==> config.mk <==
export PLATFORM = sky130hd
export DESIGN_NAME = pulse_train_fault_injector
export DESIGN_NICKNAME = d
export VERILOG_FILES = /design/src/rtl/ptfi_pkg.sv /design/src/rtl/pulse_train_fault_injector.sv /design/src/rtl/ptfi_core.sv
export SDC_FILE = /design/constraint.sdc
export NUM_CORES = 1
export LEC_CHECK = 0
export ABC_AREA = 1
export ABC_CLOCK_PERIOD_IN_PS = 5550
export BUFFER_PORTS_ARGS = -buffer_cell sky130_fd_sc_hd__clkbuf_2
export CORE_MARGIN = 3
export CORE_UTILIZATION = 61
export DETAILED_ROUTE_END_ITERATION = 12
export PLACE_DENSITY = 0.83
export SYNTH_ARGS = -nofsm -noshare
export SYNTH_HDL_FRONTEND = slang
export SYNTH_SLANG_ARGS = --single-unit
==> constraint.sdc <==
create_clock -name clock -period 5.55 [get_ports clock]
set_input_delay 0.555 -clock clock [delete_from_list [all_inputs] [get_ports clock]]
set_output_delay 0.555 -clock clock [all_outputs]
set_load 0.05 [all_outputs]
==> src/rtl/ptfi_pkg.sv <==
// shared constants and types for the pulse train fault injector
package ptfi_pkg;

   localparam int DEF_COUNTER_WIDTH = 64;
   localparam int DEF_MODULUS_WIDTH = 16;

   localparam int SKIP_LENGTH_RESET = 2;
   localparam int PHASE_WIDTH       = 3;
   localparam int INSERT_HIGH_PHASE = 2;
   localparam int INSERT_LAST_PHASE = 4;

   localparam int REQ_DATA_WIDTH = 8;
   localparam int RSP_DATA_WIDTH = 8;
   localparam int CSR_INDEX_WIDTH = 2;

   typedef enum logic [CSR_INDEX_WIDTH-1:0] {
      CSR_SKIP_MODULUS  = 2'd0,
      CSR_SKIP_LENGTH   = 2'd1,
      CSR_EXTRA_MODULUS = 2'd2
   } csr_index_type;

   // packed so that pulse_level lands in bit 0
   typedef struct packed {
      logic skipping;
      logic driven;
      logic pulse_level;
   } pulse_result_type;

   // one step of the core: whether a transfer happens and its tick bit
   typedef struct packed {
      logic step;
      logic tick;
   } step_ctrl_type;

endpackage

==> src/rtl/pulse_train_fault_injector.sv <==
// top level of the pulse train fault injector: stream handshake and result register
//
// usage: each transfer on the req_ channel carries one tick bit (tdata bit 0).
// every transfer, tick high or low, yields exactly one transfer on the rsp_
// channel with pulse_level, driven and skipping in tdata bits 0, 1 and 2.
// a tick low leaves all state alone and reports the held level with driven 0.
// the result is registered: a request taken at one edge shows as rsp_tvalid in the next cycle.
// throughput is one tick per cycle while the receiver takes results; the tick counter increment and the two
// remainder add-and-compare paths sit between the state and the result register.
// when the receiver stalls, the result register holds its transfer and
// req_tready drops until it is taken; a request is still accepted in the same
// cycle that the pending result leaves.
// the csr_ channel writes skip_modulus (0), skip_length (1) and extra_modulus (2);
// it is always ready; the user must write it only while the block is idle, as the block does not enforce this.
// reset (synchronous, active high) clears the counters, the line level and the
// result valid flag, and loads skip_length with 2 and both moduli with 0.
module pulse_train_fault_injector
   import ptfi_pkg::*;
#(
   parameter int COUNTER_WIDTH = DEF_COUNTER_WIDTH,
   parameter int MODULUS_WIDTH = DEF_MODULUS_WIDTH
) (
   input  logic                       clock,
   input  logic                       reset,
   input  logic                       req_tvalid,
   output logic                       req_tready,
   input  logic [REQ_DATA_WIDTH-1:0]  req_tdata,   // [0] tick
   output logic                       rsp_tvalid,
   input  logic                       rsp_tready,
   output logic [RSP_DATA_WIDTH-1:0]  rsp_tdata,   // [0] pulse_level, [1] driven, [2] skipping
   input  logic                       csr_valid,
   output logic                       csr_ready,
   input  logic [CSR_INDEX_WIDTH-1:0] csr_index,
   input  logic [MODULUS_WIDTH-1:0]   csr_wdata
);

   logic             rsp_valid_ff, rsp_valid_in;
   pulse_result_type rsp_data_ff;
   pulse_result_type result;
   step_ctrl_type    ctrl;
   logic             req_xfer;

   assign req_tready = !rsp_valid_ff || rsp_tready;
   assign req_xfer   = req_tvalid && req_tready;
   assign csr_ready  = 1'b1;

   assign ctrl.step = req_xfer;
   assign ctrl.tick = req_tdata[0];

   ptfi_core #(
      .COUNTER_WIDTH(COUNTER_WIDTH),
      .MODULUS_WIDTH(MODULUS_WIDTH)
   ) u_core (
      .clock    (clock),
      .reset    (reset),
      .csr_we   (csr_valid && csr_ready),
      .csr_index(csr_index),
      .csr_wdata(csr_wdata),
      .ctrl     (ctrl),
      .result   (result)
   );

   assign rsp_valid_in = req_xfer || (rsp_valid_ff && !rsp_tready);

   always_ff @(posedge clock) begin
      if (reset) begin
         rsp_valid_ff <= 1'b0;
      end else begin
         rsp_valid_ff <= rsp_valid_in;
      end
   end

   always_ff @(posedge clock) begin
      if (req_xfer) begin
         rsp_data_ff <= result;
      end
   end

   assign rsp_tvalid = rsp_valid_ff;
   assign rsp_tdata  = RSP_DATA_WIDTH'(rsp_data_ff);

endmodule

==> src/rtl/ptfi_core.sv <==
// configuration registers, tick state and per-tick result logic
module ptfi_core
   import ptfi_pkg::*;
#(
   parameter int COUNTER_WIDTH = DEF_COUNTER_WIDTH,
   parameter int MODULUS_WIDTH = DEF_MODULUS_WIDTH
) (
   input  logic                       clock,
   input  logic                       reset,
   input  logic                       csr_we,
   input  logic [CSR_INDEX_WIDTH-1:0] csr_index,
   input  logic [MODULUS_WIDTH-1:0]   csr_wdata,
   input  step_ctrl_type              ctrl,
   output pulse_result_type           result
);

   localparam int RW = MODULUS_WIDTH + 1;

   logic [MODULUS_WIDTH-1:0] skip_modulus_ff, skip_length_ff, extra_modulus_ff;

   logic [COUNTER_WIDTH-1:0] tick_counter_ff, tick_counter_in;
   logic [MODULUS_WIDTH-1:0] skip_rem_ff, skip_rem_in;
   logic [MODULUS_WIDTH-1:0] extra_rem_ff, extra_rem_in;
   logic [RW-1:0]            run_count_ff, run_count_in;
   logic [PHASE_WIDTH-1:0]   phase_ff, phase_in;
   logic                     level_ff, level_in;
   logic                     driven;

   logic [MODULUS_WIDTH-1:0] skip_rem_inc, extra_rem_inc;
   logic [RW-1:0]            run_start, run_inc;
   logic [PHASE_WIDTH-1:0]   phase_start, phase_inc;

   always_ff @(posedge clock) begin
      if (reset) begin
         skip_modulus_ff  <= '0;
         skip_length_ff   <= MODULUS_WIDTH'(SKIP_LENGTH_RESET);
         extra_modulus_ff <= '0;
      end else if (csr_we) begin
         unique case (csr_index_type'(csr_index))
            CSR_SKIP_MODULUS:  skip_modulus_ff  <= csr_wdata;
            CSR_SKIP_LENGTH:   skip_length_ff   <= csr_wdata;
            CSR_EXTRA_MODULUS: extra_modulus_ff <= csr_wdata;
            default: ;
         endcase
      end
   end

   always_comb begin
      tick_counter_in = tick_counter_ff;
      skip_rem_in     = skip_rem_ff;
      extra_rem_in    = extra_rem_ff;
      run_count_in    = run_count_ff;
      phase_in        = phase_ff;
      level_in        = level_ff;
      driven          = 1'b0;
      skip_rem_inc    = skip_rem_ff + 1'b1;
      extra_rem_inc   = extra_rem_ff + 1'b1;
      run_start       = run_count_ff;
      run_inc         = '0;
      phase_start     = phase_ff;
      phase_inc       = '0;

      if (ctrl.step && ctrl.tick) begin
         tick_counter_in = tick_counter_ff + 1'b1;
         // running remainders wrap at the modulus, or at full width when it is zero
         skip_rem_in  = (skip_modulus_ff != '0 && skip_rem_inc >= skip_modulus_ff)
                        ? '0 : skip_rem_inc;
         extra_rem_in = (extra_modulus_ff != '0 && extra_rem_inc >= extra_modulus_ff)
                        ? '0 : extra_rem_inc;

         if (extra_modulus_ff == '0) begin
            if (skip_modulus_ff != '0 && skip_rem_in == '0 && run_count_ff == '0)
               run_start = RW'(1);
            if (skip_modulus_ff == '0 || run_start == '0) begin
               level_in = tick_counter_in[0];
               driven   = 1'b1;
            end
            if (run_start != '0) begin
               run_inc      = run_start + 1'b1;
               run_count_in = (run_inc >= {1'b0, skip_length_ff}) ? '0 : run_inc;
            end else begin
               run_count_in = run_start;
            end
         end else begin
            if (extra_rem_in == '0)
               phase_start = PHASE_WIDTH'(1);
            if (phase_start == '0) begin
               level_in = tick_counter_in[1];
            end else begin
               level_in  = (phase_start == PHASE_WIDTH'(INSERT_HIGH_PHASE)) ||
                           (phase_start == PHASE_WIDTH'(INSERT_LAST_PHASE));
               phase_inc = phase_start + 1'b1;
               phase_in  = (phase_inc >= PHASE_WIDTH'(INSERT_LAST_PHASE)) ? '0 : phase_inc;
            end
            driven = 1'b1;
         end
      end
   end

   always_ff @(posedge clock) begin
      if (reset) begin
         tick_counter_ff <= '0;
         skip_rem_ff     <= '0;
         extra_rem_ff    <= '0;
         run_count_ff    <= '0;
         phase_ff        <= '0;
         level_ff        <= 1'b0;
      end else if (ctrl.step) begin
         tick_counter_ff <= tick_counter_in;
         skip_rem_ff     <= skip_rem_in;
         extra_rem_ff    <= extra_rem_in;
         run_count_ff    <= run_count_in;
         phase_ff        <= phase_in;
         level_ff        <= level_in;
      end
   end

   assign result.pulse_level = level_in;
   assign result.driven      = driven;
   assign result.skipping    = (run_count_in != '0);

endmodule

==> metrics.txt <==
Slew @ Worst Pin=1.18 ns; headroom to the max-slew limit=0.210; sequential element share of the synthesized area=0.331; Lkg Pwr=3.51 nW; die area=0.0121 mm^2; Max stage delay cell, worst path=dfxtp_1; reg2reg start=u_core.skip_rem_ff[2]; num rows=37; crit end category=flip-flop; dpl cells=1111; Crit. path cell count=39; fmax=189 MHz; family with the most delay on the worst path=simple AND/OR/NAND/NOR gates; status=finished clean; Worst R2R Path Depth=39; worst r2r dst=rsp_tdata[2]; Mapped Cells=937; count of pins over their slew limit=0; via count=6297; clock slew at reported path FFs=0.10 ns; initial core utilization=0.631; dpl hpwl=11.5 mm; detailed-router iteration count before antenna repair=5; post-route insts no fill=1137; CP arrival=5.42 ns; post-layout minimum cycle time=5.29 ns; cell accounting for the most synthesized area=dfxtp_1; drt drc=0; total grt overflow=0; fin crit share=0.954; clock skew=0.0112 ns; die height=110 um; number of diodes=0; hold endpoint=rsp_tvalid; most frequent cells in the layout=nand2_1 (148), inv_1 (126), a21oi_1 (106), dfxtp_1 (101), o21ai_0 (86); cts bufs inserted=9; Netlist cell types=39; CP bufs+invs=4; vias in the first global route=5568; final hold viol count=0; H-tree Lvls=3; Clock Latency Late Sink=0.38 ns; die width=110 um; Nets=1082; Worst Hold Launch=req_tvalid; Final setup viols=0; most common cell after layout, fill and taps aside=nand2_1; Root Driver=clkbuf_8; Final TNS setup=0 ns; CTS Sinks=107; leading post-synthesis cells by cell area=dfxtp_1 (32%), ha_1 (10%), nand2_1 (8.9%), a21oi_1 (8.2%), inv_1 (7.2%); initial DRC count=534; synthesis-to-layout area growth=14.6%; crit path max fanout=9; area share of the largest cell type after synthesis=0.317; Final Routed Wirelength=16.2 mm; Core ar.=0.0104 mm^2; Hold Path Class=in2reg; pwr/cell area=254 mW/mm^2; Antenna Nets Post-Route=0; number of port buffers=28; flop2flop setup slack=0.26 ns; Slowest Stage Delay on Critical Path=0.44 ns; largest net degree at the start of global routing=58; Tot GR Track Use=0.266; max_cap viols=0; Avg Cell Area, Syn=7.01 um^2; RD Place Congestion=0.976; share of layout cells above drive strength 1=0.165; WP data required=5.68 ns; wire length of the first global-routing pass=25.6 mm; yosys warns=0; Yosys reg bits=107; Max IR drop VDD=157 uV; synthesized area=0.00657 mm^2; routed len/inst=14.3 um; CTS tree=built; I/O Pins=42; clock tree buffer depth=2; via-per-instance ratio=5.54; Hold Crit Depth=3; type of origin of the critical path=flip-flop; Setup CP Type=reg2reg; crit-path most repeated cell=nand2_1; initial antenna violation count=0
[per-layer routing]
| metal | vias to the layer above | global-route usage | part of all wire |
|---|---|---|---|
| li1 | 3199 | - | - |
| met1 | 2873 | 0.372 | 0.47 |
| met2 | 199 | 0.425 | 0.46 |
| met3 | 26 | 0.0388 | 0.057 |
| met4 | 0 | 0.0766 | 0.020 |
| met5 | - | 0 | 0 |
[final cells by class]
type	instances	area [um^2]
inverters	141	529
well taps	136	170
clock buffers	11	141
multi-input cells	654	3910
fillers	831	2880
flip-flops and latches	107	2180
repair buffers	83	568
clock inverters	5	37.5
[cells by family after synthesis]
group / Yosys count / share of synthesized area
AO/OA/AOI/OAI: 229 / 0.182
XOR/XNOR: 37 / 0.0505
adder cells (fa/ha/maj): 55 / 0.105
buffers and inverters: 180 / 0.107
flip-flops: 107 / 0.331
other: 2 / 0.00114
AND/OR/NAND/NOR: 327 / 0.225
[registers in the layout, summed over array words and instances, names as in the netlist]
| name | count |
|---|---|
| u_core.run_count_ff | 17 |
| u_core.extra_rem_ff | 16 |
| u_core.skip_length_ff | 16 |
| u_core.phase_ff | 3 |
| rsp_tvalid | 1 |
| u_core.skip_modulus_ff | 16 |
| u_core.extra_modulus_ff | 16 |
| u_core.level_ff | 1 |
| u_core.skip_rem_ff | 16 |
| u_core.tick_counter_ff | 2 |
| rsp_tdata | 3 |
[timing repair]
item,CTS,global route
buffers inserted,0,10
hold buffers,0,0
endpoints found under the setup margin,0,17
gates resized for setup,0,61
[worst max path at each step]
stage | from | endpoint | slack, ns
after CTS | u_core.skip_rem_ff[1] | rsp_tdata[2] | 0.007
after global placement | u_core.skip_rem_ff[0] | rsp_tdata[2] | 0.13
after floorplan | u_core.skip_rem_ff[0] | rsp_tdata[2] | 0.45
final | u_core.skip_rem_ff[2] | rsp_tdata[2] | 0.26
after detailed placement | u_core.skip_rem_ff[1] | rsp_tdata[2] | 0.08
after global routing | u_core.skip_rem_ff[0] | rsp_tdata[2] | -0.12
[cells in the mapped netlist]
cell	instances
o2111ai_1	1
nand3_1	34
dfxtp_1	104
nor2_1	69
o31ai_1	1
clkbuf_1	29
o22ai_1	1
nor4_1	5
nor3_1	11
nand4_1	34
buf_2	2
xnor2_1	2
a21oi_2	1
nand4_2	1
xor2_1	34
o21a_1	2
nand2_4	2
or2_0	1
a211oi_1	12
ha_1	55
buf_1	2
edfxtp_1	3
o21ai_0	93
nor3_4	1
o211ai_1	1
buf_4	6
nand3_2	1
o21ai_1	9
a21oi_1	108
nand3b_1	2
inv_1	126
nand2_2	6
nor2_4	2
conb_1	2
inv_2	12
xor2_2	1
nand2_1	156
clkinv_1	3
nor3_2	2
[worst reg2reg max path, delay by kind of cell, from the launching register on]
family / cells / cell delay (ns)
and+or+nand+nor: 25 / 2.57
adders and majority gates: 3 / 0.79
buffers and inverters: 4 / 0.51
DFF: 1 / 0.44
AOI/OAI and AO/OA: 5 / 0.44
xor gates and xnor gates: 2 / 0.31
[where the power goes]
part	internal (mW)	leakage, nW	total (mW)	switching, mW
combinational	0.228	2.54	0.606	0.378
clock	0.178	0.0859	0.457	0.279
sequential	0.820	0.882	0.852	0.0323
[metrics by stage]
stage | cell area (um^2) | utilization | hold WS (ns) | power, mW | setup WS, ns
after global placement | 7060 | 0.678 | 0.450 | 1.39 | 0.132
final | 7530 | 0.723 | 0.402 | 1.91 | 0.255
after global routing | 7530 | 0.723 | 0.405 | 2.03 | -0.122
after CTS | 7240 | 0.695 | 0.394 | 1.85 | 0.00674
after detailed placement | 7060 | 0.678 | 0.456 | 1.41 | 0.0753
after floorplan | 6590 | - | 0.435 | 1.25 | 0.455
Power figures use the tool's default switching activity.
